==> config.mk <==
export PLATFORM = sky130hd
export DESIGN_NAME = sorted_pair_list_diff
export DESIGN_NICKNAME = d
export VERILOG_FILES = /design/src/design/spld_pkg.sv /design/src/design/spld_ram.sv /design/src/design/spld_dp.sv /design/src/design/spld_ctrl.sv /design/src/design/sorted_pair_list_diff.sv
export SDC_FILE = /design/constraint.sdc
export NUM_CORES = 2
export LEC_CHECK = 0
export BUFFER_PORTS_ARGS = -buffer_cell sky130_fd_sc_hd__buf_2
export CAP_MARGIN = 20
export CORE_UTILIZATION = 50
export CTS_CLUSTER_SIZE = 40
export DETAILED_ROUTE_END_ITERATION = 7
export PLACE_DENSITY = 0.72
export SYNTH_ARGS = -nofsm -noshare
export SYNTH_HDL_FRONTEND = slang
export SYNTH_SLANG_ARGS = --single-unit
==> constraint.sdc <==
create_clock -name clk -period 26.4 [get_ports clk]
set_clock_uncertainty 0.2 [all_clocks]
set_input_delay 5.28 -clock clk [delete_from_list [all_inputs] [get_ports clk]]
set_output_delay 5.28 -clock clk [all_outputs]
set_load 0.005 [all_outputs]
==> src/design/spld_pkg.sv <==
// ----------------------------------------------------------------------------
// spld_pkg: shared types and constants for the sorted pair list diff
// Item layouts, action and class codes, and controller/datapath interface.
// ----------------------------------------------------------------------------
package spld_pkg;

  localparam int PREV_DEPTH = 32;
  localparam int PTR_W      = $clog2(PREV_DEPTH + 1);
  localparam int ADDR_W     = (PREV_DEPTH > 1) ? $clog2(PREV_DEPTH) : 1;

  typedef enum logic [1:0] {
    ACT_LOAD = 2'd0,
    ACT_CUR  = 2'd1,
    ACT_FIN  = 2'd2
  } act_t;

  typedef enum logic [1:0] {
    CLS_NEW     = 2'd0,
    CLS_KEPT    = 2'd1,
    CLS_REMOVED = 2'd2,
    CLS_DONE    = 2'd3
  } cls_t;

  // input pair, pair_key in the lowest bits
  typedef struct packed {
    logic [31:0] contact_ref;
    logic        pair_active;
    logic [7:0]  motion_b;
    logic [7:0]  motion_a;
    logic [15:0] object_b;
    logic [15:0] object_a;
    logic [31:0] pair_key;
  } item_t;

  // result payload, out_key in the lowest bits
  typedef struct packed {
    logic [5:0]  count_removed;
    logic [5:0]  count_kept;
    logic [15:0] count_new;
    logic [31:0] out_contact;
    logic        out_active;
    logic [7:0]  out_motion_b;
    logic [7:0]  out_motion_a;
    logic [15:0] out_object_b;
    logic [15:0] out_object_a;
    logic [31:0] out_key;
  } res_t;

  localparam int ITEM_W   = $bits(item_t);
  localparam int RES_W    = $bits(res_t);
  localparam int S_DATA_W = ((ITEM_W + 7) / 8) * 8;
  localparam int M_DATA_W = ((RES_W + 7) / 8) * 8;

  typedef struct packed {
    logic load;          // write incoming pair into the store
    logic capture;       // latch incoming current/finish item
    logic emit_removed;
    logic emit_kept;
    logic emit_new;
    logic emit_done;
  } dp_cmd_t;

  typedef struct packed {
    act_t act;           // action of the captured item
    logic avail;         // stored pair left at read pointer
    logic key_lt;        // stored key below captured key
    logic key_eq;
    logic out_free;      // output register can take a result
  } dp_sts_t;

endpackage

==> src/design/spld_ram.sv <==
// ----------------------------------------------------------------------------
// spld_ram: generic simple dual-port RAM
// One write port, one read port with registered read data.
// ----------------------------------------------------------------------------
module spld_ram #(
  parameter int WIDTH = 8,
  parameter int DEPTH = 32
) (
  input  logic                                      clk,
  input  logic                                      we,
  input  logic [((DEPTH > 1) ? $clog2(DEPTH) : 1)-1:0] waddr,
  input  logic [WIDTH-1:0]                          wdata,
  input  logic [((DEPTH > 1) ? $clog2(DEPTH) : 1)-1:0] raddr,
  output logic [WIDTH-1:0]                          rdata
);

  logic [WIDTH-1:0] mem [DEPTH];

  always_ff @(posedge clk) begin
    if (we) begin
      mem[waddr] <= wdata;
    end
    rdata <= mem[raddr];
  end

endmodule

==> src/design/spld_dp.sv <==
// ----------------------------------------------------------------------------
// spld_dp: datapath of the sorted pair list diff
// Pair store, fill and read pointers, counters, compare and output register.
// ----------------------------------------------------------------------------
module spld_dp
  import spld_pkg::*;
(
  input  logic    clk,
  input  logic    rst,
  input  dp_cmd_t cmd,
  output dp_sts_t sts,
  input  item_t   in_item,
  input  act_t    in_act,
  output logic    out_valid,
  input  logic    out_ready,
  output res_t    out_res,
  output cls_t    out_cls,
  output logic    out_last
);

  logic [PTR_W-1:0] fill;
  logic [PTR_W-1:0] read_ptr;
  logic [15:0]      new_count;
  logic [5:0]       kept_count;
  logic [5:0]       removed_count;
  item_t            cur;
  act_t             cur_act;
  item_t            rd_item;
  logic             load_ok;
  logic             emit;
  res_t             res_next;
  cls_t             cls_next;
  logic             last_next;

  assign load_ok = cmd.load && (fill < PTR_W'(PREV_DEPTH));
  assign emit    = cmd.emit_removed | cmd.emit_kept | cmd.emit_new | cmd.emit_done;

  spld_ram #(
    .WIDTH (ITEM_W),
    .DEPTH (PREV_DEPTH)
  ) u_store (
    .clk   (clk),
    .we    (load_ok),
    .waddr (fill[ADDR_W-1:0]),
    .wdata (in_item),
    .raddr (read_ptr[ADDR_W-1:0]),
    .rdata (rd_item)
  );

  // read data for read_ptr is valid in the cycle after the pointer settles
  assign sts.act      = cur_act;
  assign sts.avail    = read_ptr < fill;
  assign sts.key_lt   = rd_item.pair_key < cur.pair_key;
  assign sts.key_eq   = rd_item.pair_key == cur.pair_key;
  assign sts.out_free = !out_valid || out_ready;

  always_ff @(posedge clk) begin
    if (cmd.capture) begin
      cur     <= in_item;
      cur_act <= in_act;
    end
  end

  always_ff @(posedge clk) begin
    if (rst) begin
      fill          <= '0;
      read_ptr      <= '0;
      new_count     <= '0;
      kept_count    <= '0;
      removed_count <= '0;
    end else begin
      if (load_ok) begin
        fill <= fill + PTR_W'(1);
      end
      if (cmd.emit_removed) begin
        read_ptr      <= read_ptr + PTR_W'(1);
        removed_count <= removed_count + 6'd1;
      end
      if (cmd.emit_kept) begin
        read_ptr   <= read_ptr + PTR_W'(1);
        kept_count <= kept_count + 6'd1;
      end
      if (cmd.emit_new && (new_count != 16'hFFFF)) begin
        new_count <= new_count + 16'd1;
      end
      if (cmd.emit_done) begin
        fill          <= '0;
        read_ptr      <= '0;
        new_count     <= '0;
        kept_count    <= '0;
        removed_count <= '0;
      end
    end
  end

  always_ff @(posedge clk) begin
    if (rst) begin
      out_valid <= 1'b0;
    end else if (emit) begin
      out_valid <= 1'b1;
    end else if (out_ready) begin
      out_valid <= 1'b0;
    end
  end

  always_comb begin
    res_next  = '0;
    cls_next  = CLS_NEW;
    last_next = 1'b1;
    if (cmd.emit_removed) begin
      cls_next              = CLS_REMOVED;
      last_next             = 1'b0;
      res_next.out_key      = rd_item.pair_key;
      res_next.out_object_a = rd_item.object_a;
      res_next.out_object_b = rd_item.object_b;
      res_next.out_motion_a = rd_item.motion_a;
      res_next.out_motion_b = rd_item.motion_b;
      res_next.out_active   = rd_item.pair_active;
      res_next.out_contact  = rd_item.contact_ref;
    end else if (cmd.emit_done) begin
      cls_next               = CLS_DONE;
      res_next.count_new     = new_count;
      res_next.count_kept    = kept_count;
      res_next.count_removed = removed_count;
    end else begin
      cls_next              = cmd.emit_kept ? CLS_KEPT : CLS_NEW;
      res_next.out_key      = cur.pair_key;
      res_next.out_object_a = cur.object_a;
      res_next.out_object_b = cur.object_b;
      res_next.out_motion_a = cur.motion_a;
      res_next.out_motion_b = cur.motion_b;
      res_next.out_active   = cur.pair_active;
      res_next.out_contact  = cmd.emit_kept ? rd_item.contact_ref : cur.contact_ref;
    end
  end

  always_ff @(posedge clk) begin
    if (emit) begin
      out_res  <= res_next;
      out_cls  <= cls_next;
      out_last <= last_next;
    end
  end

`ifndef SYNTHESIS
  a_ptr_le_fill: assert property (@(posedge clk) disable iff (rst)
    read_ptr <= fill)
    else $error("read pointer passed fill count");

  a_fill_bound: assert property (@(posedge clk) disable iff (rst)
    fill <= PTR_W'(PREV_DEPTH))
    else $error("fill count beyond store depth");

  a_done_clears: assert property (@(posedge clk) disable iff (rst)
    cmd.emit_done |=> (fill == '0) && (read_ptr == '0) && (kept_count == '0))
    else $error("done result did not clear the store");

  a_emit_free: assert property (@(posedge clk) disable iff (rst)
    emit |-> (!out_valid || out_ready))
    else $error("result emitted over a pending result");
`endif

endmodule

==> src/design/spld_ctrl.sv <==
// ----------------------------------------------------------------------------
// spld_ctrl: controller of the sorted pair list diff
// Accepts items, sequences store reads and the merge compare per result.
// ----------------------------------------------------------------------------
module spld_ctrl
  import spld_pkg::*;
(
  input  logic       clk,
  input  logic       rst,
  input  logic       in_valid,
  input  logic [1:0] in_action,
  output logic       in_ready,
  output dp_cmd_t    cmd,
  input  dp_sts_t    sts
);

  typedef enum logic [2:0] {
    S_IDLE = 3'b001,
    S_READ = 3'b010,
    S_CMP  = 3'b100
  } state_t;

  state_t state;
  state_t state_next;

  always_ff @(posedge clk) begin
    if (rst) begin
      state <= S_IDLE;
    end else begin
      state <= state_next;
    end
  end

  always_comb begin
    state_next = state;
    cmd        = '0;
    in_ready   = 1'b0;
    unique case (state)
      S_IDLE: begin
        in_ready = 1'b1;
        if (in_valid) begin
          unique case (in_action)
            ACT_LOAD: cmd.load = 1'b1;
            ACT_CUR, ACT_FIN: begin
              cmd.capture = 1'b1;
              state_next  = S_READ;
            end
            default: ;  // unused action code, dropped
          endcase
        end
      end
      // store read data for the read pointer lands at the end of this cycle
      S_READ: state_next = S_CMP;
      S_CMP: begin
        if (sts.out_free) begin
          if (sts.act == ACT_FIN) begin
            if (sts.avail) begin
              cmd.emit_removed = 1'b1;
              state_next       = S_READ;
            end else begin
              cmd.emit_done = 1'b1;
              state_next    = S_IDLE;
            end
          end else begin
            priority if (sts.avail && sts.key_lt) begin
              cmd.emit_removed = 1'b1;
              state_next       = S_READ;
            end else if (sts.avail && sts.key_eq) begin
              cmd.emit_kept = 1'b1;
              state_next    = S_IDLE;
            end else begin
              cmd.emit_new = 1'b1;
              state_next   = S_IDLE;
            end
          end
        end
      end
      default: state_next = S_IDLE;
    endcase
  end

endmodule

==> src/design/sorted_pair_list_diff.sv <==
// ----------------------------------------------------------------------------
// sorted_pair_list_diff: merge diff of two key-sorted pair lists
// Classifies current pairs against stored previous pairs as new/kept/removed.
// ----------------------------------------------------------------------------
// Usage:
//   Input stream s_axis_*: tuser carries the action (load previous pair,
//   current pair, finish), tdata the pair. Load all previous pairs first
//   (up to PREV_DEPTH, extra loads are dropped), then stream current pairs in
//   ascending key order, then one finish item.
//   Output stream m_axis_*: tuser is the class (new, kept, removed, done),
//   tlast marks the final result caused by one input item. The done result
//   carries the three counts and clears the store for the next frame.
// Sequence:
//   A load gives no result. A current pair is accepted in the idle state,
//   then each result takes a registered store read state and a key compare
//   state; stored pairs with lower keys are drained as removed before its
//   kept or new result. A finish drains the remaining pairs as removed,
//   then gives the done result. The next item is taken only back in idle.
// Reset: store becomes empty, counters zero, no result pending.
// Stall: results wait in a one-deep output register; the compare holds
//   while that register is occupied and not taken.
// ----------------------------------------------------------------------------
module sorted_pair_list_diff
  import spld_pkg::*;
(
  input  logic                clk,
  input  logic                rst,
  input  logic                s_axis_tvalid,
  output logic                s_axis_tready,
  // pair_key, object_a, object_b, motion_a, motion_b, pair_active, contact_ref
  input  logic [S_DATA_W-1:0] s_axis_tdata,
  // action
  input  logic [1:0]          s_axis_tuser,
  output logic                m_axis_tvalid,
  input  logic                m_axis_tready,
  // out_key, out_object_a, out_object_b, out_motion_a, out_motion_b,
  // out_active, out_contact, count_new, count_kept, count_removed
  output logic [M_DATA_W-1:0] m_axis_tdata,
  // pair_class
  output logic [1:0]          m_axis_tuser,
  output logic                m_axis_tlast
);

  dp_cmd_t cmd;
  dp_sts_t sts;
  res_t    res;
  cls_t    cls;

  spld_ctrl u_ctrl (
    .clk       (clk),
    .rst       (rst),
    .in_valid  (s_axis_tvalid),
    .in_action (s_axis_tuser),
    .in_ready  (s_axis_tready),
    .cmd       (cmd),
    .sts       (sts)
  );

  spld_dp u_dp (
    .clk       (clk),
    .rst       (rst),
    .cmd       (cmd),
    .sts       (sts),
    .in_item   (item_t'(s_axis_tdata[ITEM_W-1:0])),
    .in_act    (act_t'(s_axis_tuser)),
    .out_valid (m_axis_tvalid),
    .out_ready (m_axis_tready),
    .out_res   (res),
    .out_cls   (cls),
    .out_last  (m_axis_tlast)
  );

  assign m_axis_tdata = M_DATA_W'(res);
  assign m_axis_tuser = cls;

endmodule
==> flow_metrics.env <==
export IMPL_postCtsHoldBufs=0
export IMPL_worstHoldPathCells=2
export IMPL_powerDensity_nw_per_um2=74.7
export IMPL_grt_pass1_vias=71600
export IMPL_core_area_um2=301000
export IMPL_place_detailed_hpwl_um=175000
export IMPL_htree_levels=5
export IMPL_slew_viol_final=0
export IMPL_setup_slack_ns=16.52
export IMPL_antenna_found_initial=29
export IMPL_ant_nets=0
export IMPL_p_sw_mw=2.53
export IMPL_ys_seq_area_share_pct=79.0
export IMPL_cpMostUsedCell="buf_4"
export IMPL_cts_tree="yes"
export IMPL_synthArstFlopShare_pct=0
export IMPL_fp_row_count=201
export IMPL_remaining_drc_errors=0
export IMPL_synthCells=6483
export IMPL_ctsRootBufferMaster="clkbuf_16"
export IMPL_via_per_inst=6.29
export IMPL_avgSynthCellArea_um2=23.3
export IMPL_start_util_pct=50.4
export IMPL_wl_per_cell_um=32.2
export IMPL_critical_path_max_stage_delay_ns=0.85
export IMPL_layout_cells_non_filler=11300
export IMPL_tightest_slew_ns=1.18
export IMPL_clkPwrFrac_pct=43.6
export IMPL_grt_pass1_wl_um=520000
export IMPL_dpl_cell_area_um2=158000
export IMPL_period_needed_ns=9.88
export IMPL_irDropWorstVdd_uv=63.4
export IMPL_power_leakage_nw=52.9
export IMPL_hp_class="reg -> reg"
export IMPL_utilization_pct=56.8
export IMPL_cts_made_buffers=387
export IMPL_die_h_um=552
export IMPL_rsz0062_at_grt="no"
export IMPL_initialDrtViolationCount=9413
export IMPL_numPortBuffers=264
export IMPL_dieArea_um2=305000
export IMPL_insertion_delay_ns=0.96
export IMPL_wl_um=363000
export IMPL_critPathKind="in -> reg"
export IMPL_drive_above_1_share_pct=29.7
export IMPL_arrival_ns=10.20
export IMPL_fin_tns_setup_ns=0
export IMPL_cp_cell_sequence="buf_2, inv_1, ha_1, nand2_1, nor3_1, nand2_1, nor2_4, buf_4, buf_4, buf_4"
export IMPL_max_clock_path_buffers=4
export IMPL_period_share_pct=37.4
export IMPL_finalPower_mw=12.8
export IMPL_finalSetupViolCount=0
export IMPL_max_freq_mhz=101
export IMPL_slowest_stage="buf_4"
export IMPL_final_cell_mix="edfxtp_1, mux4_2, nand2_1, clkbuf_16, buf_2"
export IMPL_crit_path_end_kind="register"
export IMPL_power_internal_mw=10.2
export IMPL_syn_to_final_growth_pct=12.9
export IMPL_layout_commonest_cell="edfxtp_1"
export IMPL_synth_cell_types=60
export IMPL_synth_edf_count=3875
export IMPL_combPwrFrac_pct=1.2
export IMPL_place_inst=10500
export IMPL_yosysWarnings=0
export IMPL_ctsResizeCount=0
export IMPL_overflow=0
export IMPL_swShare_pct=19.8
export IMPL_max_cap_viol_count=0
export IMPL_grtUsageTotal_pct=23.7
export IMPL_crit_path_start_kind="input pin"
export IMPL_ios=275
export IMPL_pwr_share_seq_pct=55.2
export IMPL_cts_setup_buffers=0
export IMPL_grt_max_degree=167
export IMPL_synth_seq_cells=4032
export IMPL_whs_ns=0.303
export IMPL_synthesis_area_um2=151000
export IMPL_routed_via_count=70900
export IMPL_drt_pass1_iter_count=6
export IMPL_critPathMaxFanout=40
export IMPL_status="completed"
export IMPL_slew_headroom_pct=21.7
export IMPL_stdcell_area_um2=171000
export IMPL_worstRegToRegCells=11
export IMPL_ys_flop_type="edfxtp_1"
export IMPL_gp_congestion=0.766
export IMPL_numClockSinks=4032
export IMPL_post_place_ws_ns=15.63
export IMPL_die_w_um=552
export IMPL_final_hold_violation_count=0
export IMPL_nNetsFinal=7133
export IMPL_clkTransAtPathRegs_ns=0.06
export IMPL_cp_required_ns=26.73
critical path: cells and delay by family:
kind                       cells  cell delay (ns)
buffers and inverters          5             2.40
and+or+nand+nor                4             2.24
adders and majority gates      1             0.13
per-layer routing:
layer	GRT usage, %	wire length (µm)	vias up
met1	34.1	143000	38100
met5	0	91	-
met2	38.2	177000	4014
met4	5.42	7580	12
li1	-	-	28200
met3	4.34	36200	497
final cells by class:
cell class / instances / area (µm²)
Antenna cell: 11 / 27.5
Clock buffer: 511 / 10500
Clock inverter: 214 / 2330
Fill cell: 21000 / 130000
Inverter: 51 / 214
Multi-Input combinational cell: 2077 / 30700
Sequential cell: 4032 / 120000
Tap cell: 3958 / 4950
Timing Repair Buffer: 412 / 2640
logic make-up after synthesis:
logic type      synth area share (%)
xor+xnor                       0.145
fa+ha+maj                      0.380
simple gates                    1.92
buf+inv                        0.968
flops                           79.0
mux                             16.9
compound gates                 0.764
other cells                  0.00248
state kept, by name, indices dropped and copies added (netlist names), 3 cells and up:
register            count
u_dp.u_store.rdata    113
u_dp.read_ptr           6
u_dp.fill               6
u_dp.new_count         16
u_dp.cur              113
u_dp.removed_count      6
u_dp.u_store.mem     3616
u_ctrl.state            3
u_dp.out_res          141
u_dp.kept_count         6
power by group through the flow:
stage	Combinational, mW	Sequential, mW	Clock, mW
floorplan	0.0403	7.18	0
global placement	0.141	7.17	0
detailed placement	0.151	7.17	0
CTS	0.152	7.04	5.64
global route	0.165	7.04	5.87
finish	0.151	7.04	5.57
cells in the mapped netlist (all sizes together) (2+ instances only):
| cell type | count | area share, % |
|---|---|---|
| edfxtp | 3875 | 77 |
| inv | 50 | 0.12 |
| nor4 | 6 | 0.025 |
| o31a | 2 | 0.012 |
| nand3 | 26 | 0.089 |
| nand2b | 4 | 0.021 |
| nand4 | 12 | 0.050 |
| o21ai | 59 | 0.21 |
| nor2 | 80 | 0.20 |
| xnor2 | 20 | 0.12 |
| a22o | 32 | 0.19 |
| xor2 | 5 | 0.029 |
| o31ai | 32 | 0.16 |
| a211oi | 2 | 0.0099 |
| buf | 83 | 0.24 |
| clkbuf | 242 | 0.60 |
| nand2 | 502 | 1.2 |
| or4b | 2 | 0.016 |
| o21bai | 2 | 0.0099 |
| and2 | 29 | 0.12 |
| or3 | 5 | 0.021 |
| and3 | 7 | 0.029 |
| dfxtp | 157 | 2.1 |
| nand4b | 2 | 0.012 |
| a21o | 4 | 0.020 |
| a31oi | 3 | 0.012 |
| a31o | 4 | 0.023 |
| ha | 46 | 0.38 |
| mux2i | 6 | 0.040 |
| nor3 | 13 | 0.050 |
| mux4 | 1130 | 17 |
| a21boi | 2 | 0.0099 |
| a21oi | 22 | 0.073 |
| or3b | 2 | 0.012 |
| nor2b | 4 | 0.017 |
path summary, 6_finish.rpt:
kind,startpoint,to,slack [ns]
setup / recovery,s_axis_tuser[0],u_dp.u_store.mem[2][0]$_DFFE_PP_,16.52
hold / removal,u_dp.u_store.rdata[49]$_DFF_P_,u_dp.out_res[49]$_DFFE_PP_,0.30
setup reg to reg,u_dp.read_ptr[0]$_SDFFE_PP0P_,u_dp.u_store.rdata[91]$_DFF_P_,18.09
hold reg to reg,u_dp.u_store.rdata[49]$_DFF_P_,u_dp.out_res[49]$_DFFE_PP_,0.30
(Power assumes the default switching activity.)
